==> src/hw/rtl/rltq_pkg.sv <==
`timescale 1ns / 1ps

package rltq_pkg;

   localparam int LOG_DEPTH   = 64;
   localparam int PTR_W       = (LOG_DEPTH > 1) ? $clog2(LOG_DEPTH) : 1;
   localparam int CNT_W       = $clog2(LOG_DEPTH + 1);
   localparam int NUM_W       = 7;
   localparam int MAX_RESULTS = 64;
   localparam int TIME_W      = 32;
   localparam int TEMP_W      = 16;
   localparam int OP_W        = 2;

   localparam logic [OP_W-1:0] OP_APPEND = 2'd0;
   localparam logic [OP_W-1:0] OP_QUERY  = 2'd1;
   localparam logic [OP_W-1:0] OP_CLEAR  = 2'd2;

   typedef enum logic [1:0] {
      ST_IDLE,
      ST_WALK,
      ST_FLUSH
   } state_type;

   typedef struct packed {
      logic        [TIME_W-1:0] stamp;
      logic signed [TEMP_W-1:0] temp;
   } record_type;

   typedef struct packed {
      logic [PTR_W-1:0] wp;
      logic [CNT_W-1:0] count;
   } status_type;

   // slot after p, wrapping at the log depth
   function automatic logic [PTR_W-1:0] ptr_next(input logic [PTR_W-1:0] p);
      logic [PTR_W:0] sum;
      sum = {1'b0, p} + {{PTR_W{1'b0}}, 1'b1};
      if (sum == (PTR_W+1)'(LOG_DEPTH)) begin
         return '0;
      end
      return sum[PTR_W-1:0];
   endfunction

endpackage

==> src/hw/rtl/ring_log_time_window_query_top.sv <==
`timescale 1ns / 1ps

// channel   ports                          transfer
// -------   -----------------------------  ----------------------------------
// request   start, busy, req_*             edge with start high and busy low
// result    rsp_strobe, rsp_*              every edge with rsp_strobe high
//
// append and clear are done from the idle state; busy stays low after them.
// a query holds busy while the log is walked: one record is read
// from the log memory and checked against the window by one compare unit per
// cycle, then a flush state closes the run. reaching the limit ends the walk early.
// the last result shows in the first cycle after busy drops. results may come
// on consecutive cycles or with gaps where records miss the window.
// synchronous reset empties the log; the receiver cannot stall, so each
// result is shown for exactly one cycle.

module ring_log_time_window_query_top (
   input  logic                              clock,
   input  logic                              reset,
   input  logic                              start,
   output logic                              busy,
   input  logic [rltq_pkg::OP_W-1:0]         req_operation,
   input  logic [rltq_pkg::TIME_W-1:0]       req_record_time,
   input  logic signed [rltq_pkg::TEMP_W-1:0] req_record_temperature,
   input  logic [rltq_pkg::TIME_W-1:0]       req_window_start,
   input  logic [rltq_pkg::TIME_W-1:0]       req_window_end,
   input  logic [rltq_pkg::NUM_W-1:0]        req_result_limit,
   output logic                              rsp_strobe,
   output logic                              rsp_has_record,
   output logic [rltq_pkg::TIME_W-1:0]       rsp_found_time,
   output logic signed [rltq_pkg::TEMP_W-1:0] rsp_found_temperature,
   output logic [rltq_pkg::NUM_W-1:0]        rsp_match_number,
   output logic                              rsp_last_of_run
);

   localparam int SUM_W = rltq_pkg::CNT_W + 1;

   rltq_pkg::state_type              state_ff, state_in;
   logic [rltq_pkg::TIME_W-1:0]      ws_ff, ws_in;
   logic [rltq_pkg::TIME_W-1:0]      we_ff, we_in;
   logic [rltq_pkg::NUM_W-1:0]       limit_ff, limit_in;
   logic [rltq_pkg::NUM_W-1:0]       n_ff, n_in;
   logic [rltq_pkg::PTR_W-1:0]       idx_ff, idx_in;
   logic [rltq_pkg::CNT_W-1:0]       left_ff, left_in;
   logic                             rd_vld_ff, rd_vld_in;
   logic                             pend_vld_ff, pend_vld_in;
   rltq_pkg::record_type             pend_ff, pend_in;

   logic                             rsp_strobe_ff, rsp_strobe_in;
   logic                             rsp_has_ff, rsp_has_in;
   rltq_pkg::record_type             rsp_rec_ff, rsp_rec_in;
   logic [rltq_pkg::NUM_W-1:0]       rsp_num_ff, rsp_num_in;
   logic                             rsp_last_ff, rsp_last_in;

   logic                             wr_en, clr, rd_en;
   rltq_pkg::record_type             wr_rec, rd_rec;
   rltq_pkg::status_type             status;
   logic                             in_window, hit;
   logic [rltq_pkg::NUM_W-1:0]       n_next;
   logic [SUM_W-1:0]                 wp_ext, cnt_ext, start_sum;

   assign wr_rec.stamp = req_record_time;
   assign wr_rec.temp  = req_record_temperature;

   rltq_store u_store (
      .clock   (clock),
      .reset   (reset),
      .wr_en   (wr_en),
      .wr_rec  (wr_rec),
      .clr     (clr),
      .rd_en   (rd_en),
      .rd_addr (idx_ff),
      .rd_rec  (rd_rec),
      .status  (status)
   );

   // oldest slot: write pointer minus count, wrapped
   assign wp_ext  = SUM_W'(status.wp);
   assign cnt_ext = SUM_W'(status.count);
   assign start_sum = (wp_ext >= cnt_ext) ? (wp_ext - cnt_ext)
                    : (wp_ext + SUM_W'(rltq_pkg::LOG_DEPTH) - cnt_ext);

   assign in_window = (rd_rec.stamp >= ws_ff) && (rd_rec.stamp <= we_ff);
   assign hit       = rd_vld_ff && in_window && (n_ff < limit_ff);
   assign n_next    = hit ? n_ff + 1'b1 : n_ff;

   always_comb begin
      state_in      = state_ff;
      ws_in         = ws_ff;
      we_in         = we_ff;
      limit_in      = limit_ff;
      n_in          = n_ff;
      idx_in        = idx_ff;
      left_in       = left_ff;
      rd_vld_in     = 1'b0;
      pend_vld_in   = pend_vld_ff;
      pend_in       = pend_ff;
      rsp_strobe_in = 1'b0;
      rsp_has_in    = rsp_has_ff;
      rsp_rec_in    = rsp_rec_ff;
      rsp_num_in    = rsp_num_ff;
      rsp_last_in   = rsp_last_ff;
      wr_en         = 1'b0;
      clr           = 1'b0;
      rd_en         = 1'b0;

      case (state_ff)
         rltq_pkg::ST_IDLE: begin
            if (start) begin
               case (req_operation)
                  rltq_pkg::OP_APPEND: begin
                     wr_en = 1'b1;
                  end
                  rltq_pkg::OP_CLEAR: begin
                     clr = 1'b1;
                  end
                  rltq_pkg::OP_QUERY: begin
                     ws_in       = req_window_start;
                     we_in       = req_window_end;
                     limit_in    = (req_result_limit > rltq_pkg::NUM_W'(rltq_pkg::MAX_RESULTS))
                                 ? rltq_pkg::NUM_W'(rltq_pkg::MAX_RESULTS) : req_result_limit;
                     idx_in      = start_sum[rltq_pkg::PTR_W-1:0];
                     left_in     = status.count;
                     n_in        = '0;
                     pend_vld_in = 1'b0;
                     state_in    = rltq_pkg::ST_WALK;
                  end
                  default: begin
                  end
               endcase
            end
         end

         rltq_pkg::ST_WALK: begin
            // read of one slot overlaps the check of the one before it
            rd_en     = (left_ff != '0);
            rd_vld_in = rd_en;
            if (rd_en) begin
               idx_in  = rltq_pkg::ptr_next(idx_ff);
               left_in = left_ff - 1'b1;
            end
            // a match is held back until the next one so the final one can carry last
            if (hit) begin
               pend_vld_in = 1'b1;
               pend_in     = rd_rec;
               n_in        = n_next;
               if (pend_vld_ff) begin
                  rsp_strobe_in = 1'b1;
                  rsp_has_in    = 1'b1;
                  rsp_rec_in    = pend_ff;
                  rsp_num_in    = n_ff;
                  rsp_last_in   = 1'b0;
               end
            end
            if ((n_next == limit_ff) || (left_ff == '0)) begin
               state_in = rltq_pkg::ST_FLUSH;
            end
         end

         rltq_pkg::ST_FLUSH: begin
            rsp_strobe_in = 1'b1;
            rsp_last_in   = 1'b1;
            if (pend_vld_ff) begin
               rsp_has_in = 1'b1;
               rsp_rec_in = pend_ff;
               rsp_num_in = n_ff;
            end else begin
               rsp_has_in = 1'b0;
               rsp_rec_in = '0;
               rsp_num_in = '0;
            end
            state_in = rltq_pkg::ST_IDLE;
         end

         default: begin
            state_in = rltq_pkg::ST_IDLE;
         end
      endcase
   end

   always_ff @(posedge clock) begin
      if (reset) begin
         state_ff      <= rltq_pkg::ST_IDLE;
         rd_vld_ff     <= 1'b0;
         pend_vld_ff   <= 1'b0;
         rsp_strobe_ff <= 1'b0;
      end else begin
         state_ff      <= state_in;
         rd_vld_ff     <= rd_vld_in;
         pend_vld_ff   <= pend_vld_in;
         rsp_strobe_ff <= rsp_strobe_in;
      end
   end

   always_ff @(posedge clock) begin
      ws_ff       <= ws_in;
      we_ff       <= we_in;
      limit_ff    <= limit_in;
      n_ff        <= n_in;
      idx_ff      <= idx_in;
      left_ff     <= left_in;
      pend_ff     <= pend_in;
      rsp_has_ff  <= rsp_has_in;
      rsp_rec_ff  <= rsp_rec_in;
      rsp_num_ff  <= rsp_num_in;
      rsp_last_ff <= rsp_last_in;
   end

   assign busy                  = (state_ff != rltq_pkg::ST_IDLE);
   assign rsp_strobe            = rsp_strobe_ff;
   assign rsp_has_record        = rsp_has_ff;
   assign rsp_found_time        = rsp_rec_ff.stamp;
   assign rsp_found_temperature = rsp_rec_ff.temp;
   assign rsp_match_number      = rsp_num_ff;
   assign rsp_last_of_run       = rsp_last_ff;

endmodule

==> src/hw/rtl/rltq_store.sv <==
`timescale 1ns / 1ps

module rltq_store (
   input  logic                         clock,
   input  logic                         reset,
   input  logic                         wr_en,
   input  rltq_pkg::record_type         wr_rec,
   input  logic                         clr,
   input  logic                         rd_en,
   input  logic [rltq_pkg::PTR_W-1:0]   rd_addr,
   output rltq_pkg::record_type         rd_rec,
   output rltq_pkg::status_type         status
);

   rltq_pkg::record_type               mem [rltq_pkg::LOG_DEPTH];
   rltq_pkg::record_type               rd_rec_ff;
   logic [rltq_pkg::PTR_W-1:0]         wp_ff;
   logic [rltq_pkg::PTR_W-1:0]         wp_in;
   logic [rltq_pkg::CNT_W-1:0]         count_ff;
   logic [rltq_pkg::CNT_W-1:0]         count_in;

   always_ff @(posedge clock) begin
      if (wr_en) begin
         mem[wp_ff] <= wr_rec;
      end
      if (rd_en) begin
         rd_rec_ff <= mem[rd_addr];
      end
   end

   always_comb begin
      wp_in    = wp_ff;
      count_in = count_ff;
      if (clr) begin
         wp_in    = '0;
         count_in = '0;
      end else if (wr_en) begin
         wp_in = rltq_pkg::ptr_next(wp_ff);
         // once full the oldest record is overwritten and the count holds
         if (count_ff != rltq_pkg::CNT_W'(rltq_pkg::LOG_DEPTH)) begin
            count_in = count_ff + 1'b1;
         end
      end
   end

   always_ff @(posedge clock) begin
      if (reset) begin
         wp_ff    <= '0;
         count_ff <= '0;
      end else begin
         wp_ff    <= wp_in;
         count_ff <= count_in;
      end
   end

   assign rd_rec       = rd_rec_ff;
   assign status.wp    = wp_ff;
   assign status.count = count_ff;

endmodule
==> config.mk <==
export PLATFORM = sky130hd
export DESIGN_NAME = ring_log_time_window_query_top
export DESIGN_NICKNAME = d
export VERILOG_FILES = /design/src/hw/rtl/rltq_pkg.sv /design/src/hw/rtl/ring_log_time_window_query_top.sv /design/src/hw/rtl/rltq_store.sv
export SDC_FILE = /design/constraint.sdc
export NUM_CORES = 2
export LEC_CHECK = 0
export BUFFER_PORTS_ARGS = -buffer_cell sky130_fd_sc_hd__buf_2
export CAP_MARGIN = 20
export CORE_MARGIN = 2
export CORE_UTILIZATION = 56
export CTS_CLUSTER_DIAMETER = 120
export DETAILED_ROUTE_END_ITERATION = 10
export HOLD_SLACK_MARGIN = 0.1
export MAX_ROUTING_LAYER = met4
export PLACE_DENSITY = 0.86
export SYNTH_ARGS = -nofsm -noshare
export SYNTH_HDL_FRONTEND = slang
export SYNTH_SLANG_ARGS = --single-unit
==> constraint.sdc <==
create_clock -name clock -period 6.68 [get_ports clock]
set_input_delay 1.336 -clock clock [delete_from_list [all_inputs] [get_ports clock]]
set_output_delay 1.336 -clock clock [all_outputs]
set_load 0.1 [all_outputs]
==> flow_metrics.env <==
export IMPL_outcome="finished, violations left"
export IMPL_violations="DRC"
export IMPL_grt_overflow_total=0
export IMPL_netlist_area_um2=128000
export IMPL_io_pins=183
export IMPL_setup_viol=0
export IMPL_wl_met1_um=122000
export IMPL_cts_setup_buffers=0
export IMPL_wl_um=420000
export IMPL_period_share_pct=72.7
export IMPL_ir_worst_vdd_v=0.000328
export IMPL_crit_reg2reg_launch="state_ff[0]"
export IMPL_clkTransAtPathRegs_ps=60
export IMPL_tns_ps=0
export IMPL_synth_top_area_cell="edfxtp_1"
export IMPL_top_layer_used="met4"
export IMPL_avgRoutedWirePerCell_um=43.8
export IMPL_grt_pass1_vias=70700
export IMPL_cts_resized=0
export IMPL_route_detailed_drc=3
export IMPL_fin_total_pwr_uw=45400
export IMPL_ys_flop_type="edfxtp_1"
export IMPL_async_reset_ff_share_pct=0
export IMPL_viasPerCell=7.68
export IMPL_die_w_um=483
export IMPL_fill_cells=13100
export IMPL_portBuffers=182
export IMPL_fin_nets=6492
export IMPL_synth_area_leaders="edfxtp_1 78%, mux4_2 12%, mux2i_1 2.9%"
export IMPL_netlist_top_cells_count="3316 x edfxtp_1, 708 x mux4_2, 369 x mux2i_1"
export IMPL_worstPathArrival_ps=5480
export IMPL_finalHoldViolCount=0
export IMPL_die_h_um=483
export IMPL_crit_end="u_store.mem[24][33]"
export IMPL_synthDistinctLibCells=59
export IMPL_crit_type="flop to flop"
export IMPL_ant_nets=0
export IMPL_insertion_delay_ps=1040
export IMPL_grt_pass1_wl_um=550000
export IMPL_htreeDepth=5
export IMPL_cts_buffers=327
export IMPL_synth_most_common_cell="edfxtp_1"
export IMPL_instances_no_fill=9582
export IMPL_finClkSkew_ps=109
export IMPL_cts_tree="yes"
export IMPL_p_leak_uw=0.0466
export IMPL_synthCells=5856
export IMPL_met3_length_um=69100
export IMPL_antenna_found_initial=53
export IMPL_first_iter_violations=16200
export IMPL_fmax_mhz=206
export IMPL_crit_fanout=21
export IMPL_initial_utilization_pct=56.4
export IMPL_root_buffer="clkbuf_16"
export IMPL_grt_usage_pct=35.2
export IMPL_hp_class="flop to flop"
export IMPL_regToRegSetupSlack_ps=1820
export IMPL_drive_gt1_share_pct=25.2
export IMPL_rsz0062_at_grt="false"
export IMPL_area_growth_pct=13.6
export IMPL_startpoint="state_ff[0]"
export IMPL_required_ps=7300
export IMPL_dp_cells=8908
export IMPL_avgSynthCellArea_um2=21.9
export IMPL_holdWs_ps=418
export IMPL_synth_seq_area_share_pct=77.9
export IMPL_die_area_um2=233000
export IMPL_ctsHoldBuffers=0
export IMPL_min_period_ps=4860
export IMPL_cap_violations=0
export IMPL_end_kind="flop"
export IMPL_slew_viol_final=0
export IMPL_rr_worst_depth=8
export IMPL_via_count=73600
export IMPL_start_kind="flop"
export IMPL_maxSlewHeadroom_pct=16.3
export IMPL_r2r_end="u_store.mem[24][33]"
export IMPL_grt_max_degree=133
export IMPL_worst_slew_pin_slew_ps=1260
export IMPL_ys_warn_count=0
export IMPL_dp_hpwl_um=198000
export IMPL_cts_max_path_buffers=4
export IMPL_powerDensity_nw_per_um2=312
export IMPL_wl_met2_um=191000
export IMPL_rows=175
export IMPL_ys_seq_elements=3334
export IMPL_place_congestion=0.911
export IMPL_cts_sinks=3334
export IMPL_firstDrtPassIters=11
export IMPL_core_area_um2=227000
export IMPL_synth_nets=6066
export IMPL_synth_top_cell_area_share_pct=77.7
export IMPL_synth_edf_count=3316
[layout by cell type, fill, tap and decap left out, types with 5 or more instances in the layout]
cell and instances:
a21o_1 12, a21oi_1 160, and2_1 56, buf_12 95, buf_2 182, buf_4 122
bufinv_16 41, clkbuf_1 55, clkbuf_16 336, clkinv_1 65, clkinv_2 45, clkinv_4 7
clkinvlp_4 9, dfxtp_1 18, diode_2 53, edfxtp_1 3316, ha_1 85, inv_1 92
inv_6 6, mux2i_1 369, mux4_2 708, nand2_1 103, nand2b_1 5, nand3_1 17
nand4_1 18, nor2_1 40, nor2_4 62, nor2b_1 8, nor3_1 10, o21ai_0 46
o21ai_1 21, o221ai_1 183, o22ai_1 117, or3_1 7, xnor2_1 25, xor2_1 14
[report_power, final]
group	internal [µW]	total, µW	switching (µW)	leakage (µW)
Sequential	23000	23100	37.6	0.0300
Clock	10800	19300	8470	0.00514
Combinational	1040	3100	2060	0.0114
Total	34900	45400	10600	0.0466
[flip-flops by register name (all words and copies together), names as in the netlist]
name / count
rsp_found_time: 32
u_store.mem: 3072
u_store.rd_rec: 48
rsp_last_of_run: 1
pend_ff: 48
pend_vld_ff: 1
we_ff: 32
rsp_match_number: 7
n_ff: 7
u_store.wp_ff: 6
limit_ff: 7
idx_ff: 6
rsp_has_record: 1
u_store.count_ff: 7
left_ff: 7
rd_vld_ff: 1
rsp_strobe: 1
ws_ff: 32
rsp_found_temperature: 16
state_ff: 2
[cell families after synthesis]
| family | after synthesis | share of synthesized area (%) |
|---|---|---|
| flops | 3334 | 77.9 |
| buf+inv | 401 | 1.37 |
| simple gates | 352 | 1.30 |
| fa+ha+maj | 86 | 0.845 |
| compound gates | 567 | 2.97 |
| xor+xnor | 39 | 0.266 |
| mux | 1077 | 15.3 |
[routing by layer]
layer	track usage, %	vias to the layer above
met2	52.4	9635
li1	-	25600
met1	41.0	36000
met3	12.4	2422
met5	-	-
met4	21.8	0
[worst max-delay path: stages (launching register included)]
cell,delay [ps]
dfxtp_1,330
inv_1,90
ha_1,300
nand2_1,170
or3_1,570
nor2_1,460
nand3_1,880
nor2_4,1180
buf_4,490
[per-stage QoR]
stage	util [%]	instance area, µm²	setup WS [ps]
6_report	64.0	146000	1820
5_1_grt	64.0	146000	1860
4_1_cts	63.5	144000	2060
3_5_place_dp	58.9	134000	1630
3_3_place_gp	58.8	134000	1700
2_1_floorplan	-	128000	-488
[how the worst min path moves through the flow]
stage,from,slack [ps],endpoint,depth (start not counted)
after floorplan,u_store.rd_rec[0],400,pend_ff[0],0
final,u_store.rd_rec[8],420,pend_ff[8],0
after global placement,u_store.rd_rec[5],400,pend_ff[5],0
after CTS,u_store.rd_rec[8],420,pend_ff[8],0
after global routing,u_store.rd_rec[12],430,pend_ff[12],0
after detailed placement,u_store.rd_rec[8],400,pend_ff[8],0
[layout make-up]
class | instances | area [µm²] | share of cell area, %
Antenna cell | 53 | 133 | 0.0911
Inverter | 95 | 364 | 0.250
Timing Repair Buffer | 403 | 3810 | 2.62
Tap cell | 3009 | 3760 | 2.59
Multi-Input combinational cell | 2121 | 27100 | 18.6
Clock inverter | 174 | 1900 | 1.30
Sequential cell | 3334 | 99900 | 68.6
Clock buffer | 393 | 8640 | 5.93
No activity file was read; power rests on OpenSTA's default activity.
